<file path="config.mk">
export PLATFORM = sky130hd
export DESIGN_NAME = ordered_queue_with_removal
export DESIGN_NICKNAME = d
export VERILOG_FILES = /design/src/oqr_pkg.sv /design/src/oqr_front.sv /design/src/oqr_cmdq.sv /design/src/oqr_back.sv /design/src/ordered_queue_with_removal.sv
export SDC_FILE = /design/constraint.sdc
export NUM_CORES = 1
export LEC_CHECK = 0
export BUFFER_PORTS_ARGS = -buffer_cell sky130_fd_sc_hd__buf_2
export CAP_MARGIN = 20
export CORE_MARGIN = 2
export CORE_UTILIZATION = 52
export DETAILED_ROUTE_END_ITERATION = 12
export PLACE_DENSITY = 0.75
export SLEW_MARGIN = 20
export SYNTH_ARGS = -nofsm -noshare
export SYNTH_HDL_FRONTEND = slang
export SYNTH_SLANG_ARGS = --single-unit
</file>
<file path="constraint.sdc">
create_clock -name clk -period 6.62 [get_ports clk]
set_clock_uncertainty 0.15 [all_clocks]
set_input_delay 0.993 -clock clk [delete_from_list [all_inputs] [get_ports clk]]
set_output_delay 0.993 -clock clk [all_outputs]
set_load 0.005 [all_outputs]
</file>
<file path="src/oqr_pkg.sv">
// Package for the ordered queue with removal: sizes, operation and status codes,
// and the command type passed from the front end to the back end.
// Used by every module of the block; depends on nothing.
`default_nettype none

package oqr_pkg;

	// Queue sizing.
	localparam int DEPTH   = 16;
	localparam int ID_BITS = 16;
	localparam int IDX_W   = (DEPTH > 1) ? $clog2(DEPTH) : 1;
	localparam int CNT_W   = $clog2(DEPTH + 1);

	// Port field widths.
	localparam int FUNC_W   = 3;
	localparam int UID_W    = 16;
	localparam int STATUS_W = 2;
	localparam int COUNT_W  = 5;

	// Command queue between front and back end.
	localparam int CQ_DEPTH = 2;
	localparam int CQ_PTR_W = $clog2(CQ_DEPTH);
	localparam int CQ_CNT_W = $clog2(CQ_DEPTH + 1);

	// Operation codes, equal to the func encoding on the port.
	typedef enum logic [FUNC_W-1:0] {
		OP_APPEND = 3'd0,
		OP_REMOVE = 3'd1,
		OP_MARK   = 3'd2,
		OP_TEST   = 3'd3,
		OP_STATUS = 3'd4
	} op_t;

	// Result status codes.
	typedef enum logic [STATUS_W-1:0] {
		ST_OK   = 2'd0,
		ST_FULL = 2'd1,
		ST_MISS = 2'd2
	} status_t;

	// One classified command.
	typedef struct packed {
		op_t               op;
		logic [ID_BITS-1:0] key;
	} cmd_t;

	// Occupancy flags of the command queue.
	typedef struct packed {
		logic full;
		logic empty;
	} cq_flags_t;

endpackage

`default_nettype wire

</file>
<file path="src/oqr_front.sv">
// Front end of the ordered queue: takes command transactions and classifies them.
// Unused function codes become status-only commands. Depends on oqr_pkg.
`default_nettype none

module oqr_front (
	input  wire logic                        start,
	input  wire logic [oqr_pkg::FUNC_W-1:0]  func,
	input  wire logic [oqr_pkg::UID_W-1:0]   user_id,
	input  wire oqr_pkg::cq_flags_t          cq_flags,
	output logic                             busy,
	output logic                             push,
	output oqr_pkg::cmd_t                    cmd
);

	// Accept whenever the command queue has room.
	assign busy = cq_flags.full;
	assign push = start && !cq_flags.full;

	// Classify the function code and trim the identifier to the stored width.
	always_comb begin
		cmd.key = oqr_pkg::ID_BITS'(user_id);
		case (func)
			oqr_pkg::OP_APPEND, oqr_pkg::OP_REMOVE, oqr_pkg::OP_MARK,
			oqr_pkg::OP_TEST: begin
				cmd.op = oqr_pkg::op_t'(func);
			end
			default: begin
				cmd.op = oqr_pkg::OP_STATUS;
			end
		endcase
	end

endmodule

`default_nettype wire

</file>
<file path="src/oqr_cmdq.sv">
// Short command queue between the front and back ends of the ordered queue.
// Depth is set by oqr_pkg::CQ_DEPTH (a power of two). Depends on oqr_pkg.
`default_nettype none

module oqr_cmdq (
	input  wire logic               clk,
	input  wire logic               arst_n,
	input  wire logic               push,
	input  wire oqr_pkg::cmd_t      push_cmd,
	input  wire logic               pop,
	output oqr_pkg::cmd_t           head_cmd,
	output oqr_pkg::cq_flags_t      flags
);

	oqr_pkg::cmd_t                    slot_q [oqr_pkg::CQ_DEPTH];
	logic [oqr_pkg::CQ_PTR_W-1:0]     wr_ptr_q;
	logic [oqr_pkg::CQ_PTR_W-1:0]     rd_ptr_q;
	logic [oqr_pkg::CQ_CNT_W-1:0]     fill_q;

	assign flags.full  = (fill_q == oqr_pkg::CQ_CNT_W'(oqr_pkg::CQ_DEPTH));
	assign flags.empty = (fill_q == '0);
	assign head_cmd    = slot_q[rd_ptr_q];

	// Pointers and fill level.
	always_ff @(posedge clk or negedge arst_n) begin
		if (!arst_n) begin
			wr_ptr_q <= '0;
			rd_ptr_q <= '0;
			fill_q   <= '0;
		end else begin
			if (push) begin
				wr_ptr_q <= wr_ptr_q + 1'b1;
			end
			if (pop) begin
				rd_ptr_q <= rd_ptr_q + 1'b1;
			end
			if (push && !pop) begin
				fill_q <= fill_q + 1'b1;
			end else if (pop && !push) begin
				fill_q <= fill_q - 1'b1;
			end
		end
	end

	// Command storage.
	always_ff @(posedge clk) begin
		if (push) begin
			slot_q[wr_ptr_q] <= push_cmd;
		end
	end

endmodule

`default_nettype wire

</file>
<file path="src/oqr_back.sv">
// Back end of the ordered queue: a row of entry cells that compares every
// identifier at once, appends, removes with a shift, marks served and reports.
// Depends on oqr_pkg.
`default_nettype none

module oqr_back (
	input  wire logic                          clk,
	input  wire logic                          arst_n,
	input  wire logic                          run,
	input  wire oqr_pkg::cmd_t                 cmd,
	output logic                               done,
	output logic [oqr_pkg::STATUS_W-1:0]       status,
	output logic                               found,
	output logic [oqr_pkg::COUNT_W-1:0]        entry_count,
	output logic                               any_served,
	output logic                               all_served
);

	// Entry cells.
	logic [oqr_pkg::ID_BITS-1:0] ids_q [oqr_pkg::DEPTH];
	logic [oqr_pkg::DEPTH-1:0]   srv_q;
	logic [oqr_pkg::CNT_W-1:0]   cnt_q;

	// Next state of the cells.
	logic [oqr_pkg::ID_BITS-1:0] ids_d [oqr_pkg::DEPTH];
	logic [oqr_pkg::DEPTH-1:0]   srv_d;
	logic [oqr_pkg::CNT_W-1:0]   cnt_d;

	// Match information and result.
	logic [oqr_pkg::DEPTH-1:0]   vld;
	logic [oqr_pkg::DEPTH-1:0]   vld_d;
	logic [oqr_pkg::DEPTH-1:0]   hit;
	logic [oqr_pkg::DEPTH-1:0]   seen;
	logic                        hit_any;
	logic                        is_full;
	oqr_pkg::status_t            st;
	logic                        any_d;
	logic                        all_d;

	// Compare every occupied cell with the key; seen marks the first match and beyond.
	always_comb begin
		for (int i = 0; i < oqr_pkg::DEPTH; i++) begin
			vld[i] = (oqr_pkg::CNT_W'(i) < cnt_q);
			hit[i] = vld[i] && (ids_q[i] == cmd.key);
		end
		seen[0] = hit[0];
		for (int i = 1; i < oqr_pkg::DEPTH; i++) begin
			seen[i] = seen[i-1] | hit[i];
		end
		hit_any = |hit;
		is_full = (cnt_q == oqr_pkg::CNT_W'(oqr_pkg::DEPTH));
	end

	// Carry out the operation on the cells.
	always_comb begin
		ids_d = ids_q;
		srv_d = srv_q;
		cnt_d = cnt_q;
		st    = oqr_pkg::ST_OK;
		case (cmd.op)
			oqr_pkg::OP_APPEND: begin
				if (is_full) begin
					st = oqr_pkg::ST_FULL;
				end else begin
					ids_d[cnt_q[oqr_pkg::IDX_W-1:0]] = cmd.key;
					srv_d[cnt_q[oqr_pkg::IDX_W-1:0]] = 1'b0;
					cnt_d = cnt_q + 1'b1;
				end
			end
			oqr_pkg::OP_REMOVE: begin
				if (!hit_any) begin
					st = oqr_pkg::ST_MISS;
				end else begin
					for (int i = 0; i < oqr_pkg::DEPTH - 1; i++) begin
						if (seen[i]) begin
							ids_d[i] = ids_q[i+1];
							srv_d[i] = srv_q[i+1];
						end
					end
					if (seen[oqr_pkg::DEPTH-1]) begin
						srv_d[oqr_pkg::DEPTH-1] = 1'b0;
					end
					cnt_d = cnt_q - 1'b1;
				end
			end
			oqr_pkg::OP_MARK: begin
				if (!hit_any) begin
					st = oqr_pkg::ST_MISS;
				end else begin
					srv_d = srv_q | hit;
				end
			end
			oqr_pkg::OP_TEST: begin
				if (!hit_any) begin
					st = oqr_pkg::ST_MISS;
				end
			end
			default: begin
			end
		endcase
	end

	// Served summary over the occupied cells after the operation.
	always_comb begin
		for (int i = 0; i < oqr_pkg::DEPTH; i++) begin
			vld_d[i] = (oqr_pkg::CNT_W'(i) < cnt_d);
		end
		any_d = |(srv_d & vld_d);
		all_d = (cnt_d != '0) && (&(srv_d | ~vld_d));
	end

	// Control state: served marks, count and result strobe.
	always_ff @(posedge clk or negedge arst_n) begin
		if (!arst_n) begin
			srv_q <= '0;
			cnt_q <= '0;
			done  <= 1'b0;
		end else begin
			done <= run;
			if (run) begin
				srv_q <= srv_d;
				cnt_q <= cnt_d;
			end
		end
	end

	// Identifier cells and result payload.
	always_ff @(posedge clk) begin
		if (run) begin
			ids_q       <= ids_d;
			status      <= st;
			found       <= hit_any;
			entry_count <= oqr_pkg::COUNT_W'(cnt_d);
			any_served  <= any_d;
			all_served  <= all_d;
		end
	end

endmodule

`default_nettype wire

</file>
<file path="src/ordered_queue_with_removal.sv">
// Ordered queue of customer identifiers with served marks, in arrival order.
//
// Command channel: a transaction is taken at a rising edge where start is high
// and busy is low; func selects append, remove first match, mark served,
// membership test or status only, and user_id carries the identifier.
// Result channel: done is high for one cycle with status, found, entry_count,
// any_served and all_served; the receiver takes it in that cycle and cannot
// hold it off.
//
// An accepted transaction is written into the command queue, then executed by the
// back end, which registers its result. Throughput: one transaction per cycle,
// set by the back end, which updates its whole cell row at once; the command queue
// drains every cycle, so busy stays low in normal use.
//
// Reset (arst_n low) empties the queue, clears all served marks and the
// command queue; identifier cells hold no reset value and are never read
// before they are written.
// Depends on oqr_pkg, oqr_front, oqr_cmdq and oqr_back.
`default_nettype none

module ordered_queue_with_removal (
	input  wire logic                          clk,
	input  wire logic                          arst_n,
	input  wire logic                          start,
	output logic                               busy,
	input  wire logic [oqr_pkg::FUNC_W-1:0]    func,
	input  wire logic [oqr_pkg::UID_W-1:0]     user_id,
	output logic                               done,
	output logic [oqr_pkg::STATUS_W-1:0]       status,
	output logic                               found,
	output logic [oqr_pkg::COUNT_W-1:0]        entry_count,
	output logic                               any_served,
	output logic                               all_served
);

	logic               push;
	oqr_pkg::cmd_t      front_cmd;
	oqr_pkg::cmd_t      head_cmd;
	oqr_pkg::cq_flags_t cq_flags;
	logic               run;

	// Classify incoming transactions.
	oqr_front u_front (
		.start    (start),
		.func     (func),
		.user_id  (user_id),
		.cq_flags (cq_flags),
		.busy     (busy),
		.push     (push),
		.cmd      (front_cmd)
	);

	// Buffer commands between the two ends.
	oqr_cmdq u_cmdq (
		.clk      (clk),
		.arst_n   (arst_n),
		.push     (push),
		.push_cmd (front_cmd),
		.pop      (run),
		.head_cmd (head_cmd),
		.flags    (cq_flags)
	);

	// The back end executes one command whenever one is waiting.
	assign run = !cq_flags.empty;

	oqr_back u_back (
		.clk         (clk),
		.arst_n      (arst_n),
		.run         (run),
		.cmd         (head_cmd),
		.done        (done),
		.status      (status),
		.found       (found),
		.entry_count (entry_count),
		.any_served  (any_served),
		.all_served  (all_served)
	);

endmodule

`default_nettype wire

</file>
**Word-level counts from Yosys, hierarchy flattened**

Memories as Yosys holds them, arrays and structs flattened.
Cells that the tools add are included.

- Flip-flop bits (word level): 292
- Memories kept: 1
- Output and inout bits: 12
- Bits in latches: 0
- Memory bits (read-only): 0
- Word-level logic and storage cells: 241
- Bits in writable memories: 38

- Equal/unequal tests: 41
- Bitwise logic cells: 24
- Mux-type cells: 54
- Shift operators: 0
- $add $sub $neg: 6
- Order comparisons: 36
- Multipliers: 0
- Divide/modulo/power cells: 0
- Reduce and logical (&&, ||, !) cells: 52

Memory list:

| name | depth | bits a word | rd ports | clocked after memory_dff | wr ports | RTL line | source |
|---|---|---|---|---|---|---|---|
| u_cmdq.slot_q | 2 | 19 | 1 | 0 | 1 | oqr_cmdq.sv:15 | `oqr_pkg::cmd_t slot_q [oqr_pkg::CQ_DEPTH];` |

Operators with widths:

| kind | count |
|---|---|
| $pmux W240 S2 | 1 |
| $mux W16 | 19 |
| $bwmux W256 | 1 |
| $eq A16 B16 Y1 | 16 |
| $mux W256 | 1 |
| $mux W240 | 1 |
| $lt A4 B5 Y1 const A | 16 |
| $reduce_and A5 Y1 | 15 |
| $demux W16 S4 | 1 |
| $pmux W16 S3 | 1 |
| $lt A3 B5 Y1 const A | 8 |
| $and A16 B16 Y16 | 2 |
| $ne A2 B1 Y1 const B | 16 |
| $not A16 Y16 | 2 |
| $or A16 B16 Y16 | 2 |
| $reduce_or A16 Y1 | 2 |
| $logic_and A1 B1 Y1 | 22 |
| $lt A1 B5 Y1 const A | 4 |
| $lt A2 B5 Y1 const A | 4 |
| $mux W1 | 20 |
| $reduce_and A16 Y1 | 1 |
| $or A1 B1 Y1 | 15 |
| $eq A3 B2 Y1 const B | 4 |
| $mux W5 | 2 |
| other kinds (28) | 37 |

**Logic depth before layout (Yosys ltp)**

Gate-level depths: netlist (run 1).
An unclocked memory read counts as a cell.

- Depth in word-level cells: 24
- Depth in mapped cells: 20
- Gate-level depth less buffers: 15

**Modules after synthesis**

From an unflattened synthesis (run 1), not the netlist that was laid out.

- Cell total of the unflattened synthesis: 1682
- Area, all modules: 19155.9 um^2

By module, submodules not included:

| module | instances | area each (um^2) | cells an instance |
|---|---|---|---|
| oqr_back | 1 | 17361.7 | 1585 |
| oqr_cmdq | 1 | 1637.8 | 75 |
| oqr_front | 1 | 152.6 | 21 |
| ordered_queue_with_removal | 1 | 3.8 | 1 |

**Least setup slack after synthesis (run 1)**

OpenSTA, ideal clock, no wires.

- Path kind: register to register
- Start: register u_cmdq.rd_ptr_q
- End: register u_back.ids_q[100] (netlist name) (enable)
- Data arrival time: 4.985 ns
- Data required time: 5.992 ns
- Path slack: 1.007 ns
- Clock period less this slack: 5.613 ns
- Path buffers: 4
- Stages on the path, launching flop included: 12
- Path through: dfrtp_1 buf_6 buf_12 mux2i_4 buf_6 buf_6 xnor2_1 or3_1 nor3_1 or4_1 nor4_2 a2111oi_0

- Word-level cells in the longest chain between the ends: 14

Ends and longest elaborated chain:

| what | RTL line | source |
|---|---|---|
| from (decl) | oqr_cmdq.sv:17 | `logic [oqr_pkg::CQ_PTR_W-1:0] rd_ptr_q;` |
| from (signal assigned) | oqr_cmdq.sv:35 | `rd_ptr_q <= rd_ptr_q + 1'b1;` |
| $mem_v2 Z2 W19 (*) | - |  |
| $eq A16 B16 Y1 | oqr_back.sv:44 | `hit[i] = vld[i] && (ids_q[i] == cmd.key);` |
| $logic_and A1 B1 Y1 | oqr_back.sv:44 |  |
| $or A1 B1 Y1 (9 in series) | oqr_back.sv:48 | `seen[i] = seen[i-1] \| hit[i];` |
| $ne A2 B1 Y1 (no source line) | - |  |
| $reduce_and A5 Y1 (no source line) (*) | - |  |
| to (signal assigned) | oqr_back.sv:130 | `ids_q <= ids_d;` |
| to (decl) | oqr_back.sv:20 | `logic [oqr_pkg::ID_BITS-1:0] ids_q [oqr_pkg::DEPTH];` |

Mark *: on every way between the ends. The rest lies on a longest branch, timed or not.
A chain may end at the register's enable or synchronous reset.

**Worst setup path in the final report (run 1)**

- Start: register u_cmdq.rd_ptr_q
- End: register u_back.any_served, data pin

- Word-level cells in the longest chain between the ends: 23

Ends and longest elaborated chain:

| what | RTL line | source |
|---|---|---|
| $mem_v2 Z2 W19 (*) | - |  |
| $eq A16 B16 Y1 | oqr_back.sv:44 |  |
| $logic_and A1 B1 Y1 | oqr_back.sv:44 |  |
| $or A1 B1 Y1 (15 in series) | oqr_back.sv:48 |  |
| $mux W1 | oqr_back.sv:80 | `if (seen[oqr_pkg::DEPTH-1]) begin` |
| $mux W16 | oqr_back.sv:71 | `if (!hit_any) begin` |
| $pmux W16 S3 | oqr_back.sv:60 | `case (cmd.op)` |
| $and A16 B16 Y16 (*) | oqr_back.sv:108 | `any_d = \|(srv_d & vld_d);` |
| $reduce_or A16 Y1 (*) | oqr_back.sv:108 |  |
| net u_back.any_d | oqr_back.sv:37 | `logic any_d;` |
| to (signal assigned) | oqr_back.sv:134 | `any_served <= any_d;` |
| to (decl) | oqr_back.sv:15 | `output logic any_served,` |

Mark *: on every way through the listed nets, which the timed path passes. The rest lies on a longest branch.

==> results of run 1 <==
-- worst max-delay path: cells and delay by family (launching register included) --
kind,cells,cell delay (ns)
AND/OR/NAND/NOR,7,1.70
AO/OA/AOI/OAI,4,1.14
flip-flops,1,1.00
multiplexers,1,0.78
buffers and inverters,3,0.68
XOR/XNOR,1,0.17
-- state kept, by name, summed over array words and instances (netlist names) --
signal              flops
u_back.done             1
u_back.entry_count      5
u_back.ids_q          256
u_back.srv_q           16
u_back.all_served       1
u_cmdq.slot_q          38
u_cmdq.fill_q           2
u_back.cnt_q            5
u_back.status           2
u_cmdq.wr_ptr_q         1
u_back.found            1
u_cmdq.rd_ptr_q         1
u_back.any_served       1
-- per-layer routing --
| metal | wire length [um] | up-vias |
|---|---|---|
| met3 | 6400 | 168 |
| met5 | 0 | - |
| met1 | 24800 | 7537 |
| met2 | 27000 | 847 |
| li1 | - | 7054 |
| met4 | 2570 | 0 |
-- worst paths after layout --
check,slack (ns),endpoint
worst max-delay path,0.71,u_back.any_served
worst min-delay path,0.30,u_back.srv_q[9]
worst max register to register,0.71,u_back.any_served
worst min register to register,0.35,u_cmdq.fill_q[1]
max in group asynchronous,5.56,u_cmdq.rd_ptr_q
min in group clk,0.35,u_cmdq.fill_q[1]
-- stage by stage --
step / hold slack (ns) / cell area, um^2 / power, mW / util
2_1_floorplan: 0.307 / 19600 / 6.05 / -
3_3_place_gp: 0.319 / 20400 / 7.26 / 0.547
3_5_place_dp: 0.332 / 20400 / 7.31 / 0.547
4_1_cts: 0.299 / 21600 / 9.37 / 0.579
5_1_grt: 0.344 / 21600 / 9.88 / 0.579
6_report: 0.295 / 21600 / 9.45 / 0.579
-- cell families (layout without fill, tap and decap cells) --
group / count (synthesis) / in the layout / synth area share
simple gates: 694 / 694 / 0.168
compound gates: 411 / 411 / 0.142
buf+inv: 187 / 201 / 0.0479
fa+ha+maj: 7 / 7 / 0.00434
flops: 330 / 330 / 0.498
mux: 31 / 31 / 0.0210
other cells: 0 / 1 / 0
xor+xnor: 262 / 262 / 0.117
-- power by group --
group	internal [mW]	switching [mW]	leakage, nW
Sequential	2.73	0.288	3.11
Clock	1.18	0.875	0.581
Combinational	1.48	2.90	3.11
Total	5.39	4.06	6.81
-- final cells by class --
| cell class | count | area share |
|---|---|---|
| diodes | 1 | 0.000116 |
| flip-flops and latches | 330 | 0.452 |
| clock buffers | 44 | 0.0450 |
| inverters | 29 | 0.00538 |
| repair buffers | 105 | 0.0374 |
| well taps | 511 | 0.0295 |
| clock inverters | 23 | 0.00994 |
| multi-input cells | 1405 | 0.421 |
-- cells in the final DEF, fill, tap and decap left out, types with 8 or more instances in the layout --
cell,count
sky130_fd_sc_hd__buf_2,33
sky130_fd_sc_hd__buf_12,8
sky130_fd_sc_hd__edfxtp_1,304
sky130_fd_sc_hd__a21oi_1,53
sky130_fd_sc_hd__inv_1,26
sky130_fd_sc_hd__or4_1,10
sky130_fd_sc_hd__o21ai_0,75
sky130_fd_sc_hd__nand2_1,330
sky130_fd_sc_hd__nor3_1,46
sky130_fd_sc_hd__clkinv_1,9
sky130_fd_sc_hd__o31ai_1,194
sky130_fd_sc_hd__clkbuf_16,38
sky130_fd_sc_hd__xnor2_1,251
sky130_fd_sc_hd__nand2b_1,8
sky130_fd_sc_hd__mux2i_4,16
sky130_fd_sc_hd__xor2_1,10
sky130_fd_sc_hd__nor4_1,82
sky130_fd_sc_hd__nor2_1,101
sky130_fd_sc_hd__buf_4,63
sky130_fd_sc_hd__dfrtp_1,25
sky130_fd_sc_hd__nand3_1,34
sky130_fd_sc_hd__mux2i_1,9
sky130_fd_sc_hd__nand4_1,12
sky130_fd_sc_hd__or3_1,17
==> impl_summary.txt, run 1 <==
----------------------------------------------------
[Global routing]
  Met3 track utilization from global routing ... 0.0862
  Number of global-route vias before repair ... 14927
  Met2 track utilization from global routing ... 0.476
  Congestion Overflow GR ... 0
  Pin count of the biggest net entering global routing ... 263
  Met1 global-route usage ... 0.420
  Initial antenna violation count ... 0
  Most crowded layer after global routing ... met2
  Gr usage total ... 0.311
  First-pass GRT wire length ... 91800 um

[Setup path]
  Stage delay of the slowest cell on the critical path ... 1.00 ns
  Cells on worst reg2reg path ... 16
  Startpoint class of the critical path ... flip-flop
  Endpoint required time on the critical path ... 6.78 ns
  Maximum fanout encountered on the critical timing path ... 22
  Startpoint of the worst-slack reg-to-reg timing path ... u_cmdq.rd_ptr_q
  Cell type of the slowest stage on the worst timing path ... sky130_fd_sc_hd__dfrtp_2
  Data arrival, critical path ... 6.07 ns
  Endpoint class of the critical path ... flip-flop
  Crit path cell chain ... mux2i_4 -> buf_4 -> buf_4 -> xnor2_1 -> nor4_1 -> nand2_1 -> nor4_1 -> buf_4 -> nor4b_2 -> a41o_1 -> o211a_2 -> nand3_1 -> a211oi_1 -> o311ai_1 -> nor4_1 -> nand3_1
  Launching instance or port of the critical path ... u_cmdq.rd_ptr_q
  Crit path kind ... flip-flop to flip-flop

[Die]
  Count of pins on the block boundary ... 34
  Die extent in y ... 198 um
  Full die area ... between 0.03 and 0.04 mm^2
  Horiz. Die Dim ... 198 um
  Core Box Area ... 0.0374 mm^2
  Initial Utilization ... 0.525
  Number of rows in the core area ... between 70 and 80

[Yosys]
  Number of synthesized register bits ... 330
  Number of library cell types mapped by synthesis ... 83
  Most used DFF post-synth ... sky130_fd_sc_hd__edfxtp_1
  Top post-synthesis cells by count ... sky130_fd_sc_hd__nand2_1 (330), sky130_fd_sc_hd__edfxtp_1 (304), sky130_fd_sc_hd__xnor2_1 (251)
  Cell count after synthesis ... between 1500 and 2000
  Mapped cell area ... 0.0196 mm^2
  Warnings, synthesis ... 0
  Biggest area contributors in the synthesized netlist ... sky130_fd_sc_hd__edfxtp_1 (47%), sky130_fd_sc_hd__xnor2_1 (11%), sky130_fd_sc_hd__o31ai_1 (7.4%)
  Synth top area share ... 0.465
  Most common cell in the netlist ... sky130_fd_sc_hd__nand2_1
  Proportion of synthesized flip-flops having asynchronous set or reset ... 0.0788
  Count of flip-flops with a built-in enable after synthesis ... about 300
  Sequential area share after synthesis ... 0.498
  Mean cell area of the mapped netlist ... 10.2 um^2
  Cell accounting for the most synthesized area ... sky130_fd_sc_hd__edfxtp_1
  Post-Syn Nets ... 1950

[Clocking]
  Cts bufs inserted ... 37
  Number of H-tree levels ... 2
  Maximum root-to-sink buffer count ... 3
  Clock Tree Root ... sky130_fd_sc_hd__clkbuf_16
  Clock tree sinks ... 330
  Post-CTS setup repair buffer count ... 0
  Hold bufs inserted after CTS ... 0
  PostCTS Resize Cnt ... 0
  Clock latency on the worst-skew pair ... 0.57 ns
  Clock tree from TritonCTS ... yes
  Clock transition at the registers of the reported paths ... 0.07 ns

[Drt]
  Routed WL ... 60800 um
  Final ANT Viol Nets ... 0
  Average vias per placed instance ... 6.38
  Total vias in the final route ... 15606
  Average wire length per cell after detail routing ... between 20 and 25 um
  Post-route DRC violation count ... 0
  Number of DRC markers in iteration 0 ... 1779
  Drt first pass iters ... 8

[STA]
  Final count of negative-setup-slack endpoints ... 0
  Min Tclk post-route ... 5.91 ns
  Slew Limit Fails ... 0
  Unrepaired setup endpoints after global routing ... no
  Setup TNS ... 0 ns
  Worst-margin pin slew ... around 1.1 ns
  Share of the cycle needed by the critical path after routing ... 0.893
  Maximum achievable frequency ... 0.169 GHz
  Worst path setup slack after routing ... 0.708 ns
  Hold Fails Final Rpt ... 0
  Headroom to the max-slew limit ... 0.252

[Layout]
  Final #Nets ... 1936
  Area Overhead vs Synth ... 10.3%
  Number of fill cells in the layout ... 3139
  Final Non-Filler Cells ... 2448
  Area used by multi-input combinational logic ... about 0.0091 mm^2
  Sequential standard cell area ... between 0.009 and 0.01 mm^2
  Share of final-layout standard cells stronger than drive strength 1 ... 0.114

[Power and ir drop]
  VDD IR max ... 334 uV
  Power density over the cells ... 437 mW/mm^2
  Static Leak ... 6.81 nW

[Worst hold path]
  Worst Hold Class ... input port to async pin

[Run]
  Max-capacitance violation count ... 0

[Placed design]
  DPL Wire Length ... about 43000 um
  Inst Count DP ... about 2400
  RePlAce Congestion ... 1.06
  Worst setup timing slack at the placement stage ... between 0.8 and 0.9 ns
  Count of input and output buffers ... 33

[Run status]
  Outcome ... finished, final reports clean

----------------------------------------------------
Power figures use the tool's default switching activity.
==> run 2: changes to the inputs <==
--- a/config.mk
+++ b/config.mk
@@ -9,6 +9,7 @@
 export CAP_MARGIN = 20
 export CORE_MARGIN = 2
 export CORE_UTILIZATION = 52
+export CTS_BUF_LIST = sky130_fd_sc_hd__clkbuf_4
 export DETAILED_ROUTE_END_ITERATION = 12
 export PLACE_DENSITY = 0.75
 export SLEW_MARGIN = 20
==> run 2 against run 1 <==
  * Die area stayed put
  * Worst hold slack worse by 0.099 ns
  * Final cell count is 4.3% higher
  * Sequential cell count stayed put
  * Sequential power hardly changed
  * Critical path depth is 1 higher
  * Worst setup slack worse by 0.092 ns
  * Largest power group unchanged
==> impl_summary.txt, run 2 (synthesized netlist as in run 1, its figures left out) <==
----------------------------------------------------
[Worst hold path]
  Worst Hold Class ... input port to flip-flop
  Instance count along the most critical hold path ... 1
  Endpoint, Worst Hold ... u_cmdq.slot_q[0][4]
  Start point of the worst hold path ... user_id[4]

[Setup path]
  Maximum fanout encountered on the critical timing path ... 22 (unchanged)
  Setup slack of the worst register-to-register path ... 0.62 ns (-0.09 ns)
  Cell type of the slowest stage on the worst timing path ... sky130_fd_sc_hd__dfrtp_2
  Data arrival, critical path ... 6.37 ns (+0.30 ns)
  Cells on worst reg2reg path ... 17 (+1)
  Startpoint of the worst-slack reg-to-reg timing path ... u_cmdq.rd_ptr_q
  Worst path top cell family by delay ... simple AND/OR/NAND/NOR gates
  Number of buffer and inverter stages on the critical path ... 4 (+1)
  Crit path cell chain ... mux2i_4 -> buf_4 -> buf_4 -> xnor2_1 -> nor4_1 -> nand2_1 -> nor4_1 -> buf_4 -> nor4b_2 -> nand4_4 -> a311oi_1 -> or3_1 -> inv_4 -> nor3_2 -> a31oi_1 -> nor4_1 -> nand3_1
  Endpoint required time on the critical path ... 6.98 ns (+0.20 ns)
  Startpoint class of the critical path ... flip-flop
  Crit path kind ... flip-flop to flip-flop
  Stage delay of the slowest cell on the critical path ... 0.99 ns (about the same)
  Endpoint class of the critical path ... flip-flop
  End of the worst register-to-register path ... u_back.any_served

[Run]
  Max-capacitance violation count ... 0 (unchanged)

[Run status]
  Outcome ... finished, final reports clean

[Global routing]
  Gr usage total ... 0.314 (+0.00282)
  First-pass GRT wire length ... 92700 um (+1.0%)
  Number of global-route vias before repair ... 15354 (+2.9%)
  Congestion Overflow GR ... 0 (unchanged)
  Initial antenna violation count ... 2 (+2)
  Pin count of the biggest net entering global routing ... 263 (unchanged)

[Clocking]
  Cts bufs inserted ... 91 (+150%)
  Clock Tree Root ... sky130_fd_sc_hd__clkbuf_4
  Clock tree sinks ... 330 (unchanged)
  PostCTS Resize Cnt ... 0 (unchanged)
  Clock transition at the registers of the reported paths ... 0.07 ns (about the same)
  Hold bufs inserted after CTS ... 1 (+1)
  Clock tree from TritonCTS ... yes
  Post-CTS setup repair buffer count ... 0 (unchanged)
  Maximum root-to-sink buffer count ... 3 (unchanged)
  Clock latency on the worst-skew pair ... 0.86 ns (+0.29 ns)
  Number of H-tree levels ... 3 (+1)

[Drt]
  Routed WL ... 61300 um (+0.92%)
  Post-route DRC violation count ... 0 (unchanged)
  Average vias per placed instance ... 6.25 (-1.9%)
  Total vias in the final route ... 15974 (+2.4%)
  Number of DRC markers in iteration 0 ... 2011 (+13%)
  Average wire length per cell after detail routing ... 24.0 um (-3.3%)
  Final ANT Viol Nets ... 0 (unchanged)
  Drt first pass iters ... 8 (unchanged)

[Layout]
  Register name with the most flops ... u_back.ids_q
  Area Overhead vs Synth ... 10.4% (about the same)
  Most common library cell in the layout ignoring fill and taps ... sky130_fd_sc_hd__nand2_1
  Final #Nets ... 1991 (+2.8%)
  Share of final-layout standard cells stronger than drive strength 1 ... 0.151 (+0.0373)
  Number of fill cells in the layout ... 3172 (+1.1%)
  Top library cells by usage in the layout, fill and taps aside ... sky130_fd_sc_hd__nand2_1 (330), sky130_fd_sc_hd__edfxtp_1 (304), sky130_fd_sc_hd__xnor2_1 (251), sky130_fd_sc_hd__o31ai_1 (194), sky130_fd_sc_hd__clkbuf_4 (127)
  Flip-flop count of the largest register, all copies and words added ... 256 (unchanged)
  Registers with the most flip-flops ... u_back.ids_q x256, u_cmdq.slot_q x38, u_back.srv_q x16

[STA]
  Min Tclk post-route ... 6.00 ns (+0.0918 ns)
  Maximum achievable frequency ... 0.167 GHz (-1.5%)
  Min Hold Slack ... 0.196 ns (-0.0991 ns)
  Headroom to the max-slew limit ... 0.223 (-0.0285)
  Hold Fails Final Rpt ... 0 (unchanged)
  Share of the cycle needed by the critical path after routing ... 0.907 (+0.0139)
  Final count of negative-setup-slack endpoints ... 0 (unchanged)
  Slew Limit Fails ... 0 (unchanged)
  Setup TNS ... 0 ns (unchanged)
  Unrepaired setup endpoints after global routing ... no
  Worst-margin pin slew ... 1.17 ns (+0.0427 ns)

[Placed design]
  RePlAce Congestion ... 1.06 (unchanged)
  DPL Wire Length ... 42600 um (unchanged)
  Count of input and output buffers ... 33 (unchanged)

[Power and ir drop]
  Static Leak ... 6.93 nW (+1.8%)
  VDD IR max ... 288 uV (-14%)
  Power density over the cells ... 430 mW/mm^2 (-1.7%)

[Die]
  Core Box Area ... 0.0374 mm^2 (unchanged)
  Initial Utilization ... 0.525 (unchanged)
  Count of pins on the block boundary ... 34 (unchanged)
  Horiz. Die Dim ... 198 um (unchanged)
  Number of rows in the core area ... 71 (unchanged)
  Full die area ... 0.0393 mm^2 (unchanged)
  Die extent in y ... 198 um (unchanged)

----------------------------------------------------
==> run 2: worst max-delay path by stage <==
stage	from	slack [ns]	cells after the start	end
2_1_floorplan	u_cmdq.rd_ptr_q	1.01	11	u_back.ids_q[100]
3_3_place_gp	u_cmdq.rd_ptr_q	0.88	17	u_back.any_served
3_5_place_dp	u_cmdq.rd_ptr_q	0.88	17	u_back.any_served
4_1_cts	u_cmdq.rd_ptr_q	0.78	17	u_back.any_served
5_1_grt	u_cmdq.rd_ptr_q	0.39	17	u_back.any_served
6_report	u_cmdq.rd_ptr_q	0.62	17	u_back.any_served
==> run 2: final cells by class <==
class,count,area (um^2),share of cell area
Antenna cell,3,7.51,0.000347
Clock buffer,127,953,0.0440
Clock inverter,43,241,0.0111
Inverter,29,116,0.00537
Multi-Input combinational cell,1405,9100,0.420
Sequential cell,330,9780,0.451
Tap cell,511,639,0.0295
Timing Repair Buffer,106,820,0.0378
==> run 2: report_power, final <==
group | switching [mW] | leakage [nW] | internal [mW]
Clock | 0.929 | 0.700 | 0.977
Sequential | 0.288 | 3.11 | 2.73
Combinational | 2.90 | 3.12 | 1.49
==> run 2: per-layer routing <==
metal | GRT usage | routed length (um) | part of all wire
met1 | 0.426 | 25300 | 0.41
met2 | 0.475 | 27400 | 0.45
met3 | 0.0882 | 6410 | 0.10
met4 | 0.127 | 2240 | 0.037
met5 | 0 | 0 | 0
==> run 2: metrics by stage <==
step	cells	util	worst slack (ns)	power (mW)	instance area, um^2
5_1_grt	2554	0.579	0.394	9.77	21700
3_5_place_dp	2380	0.547	0.879	7.31	20400
6_report	2554	0.579	0.616	9.30	21700
3_3_place_gp	2380	0.547	0.884	7.26	20400
4_1_cts	2551	0.579	0.784	9.22	21700
2_1_floorplan	1922	-	1.01	6.05	19600
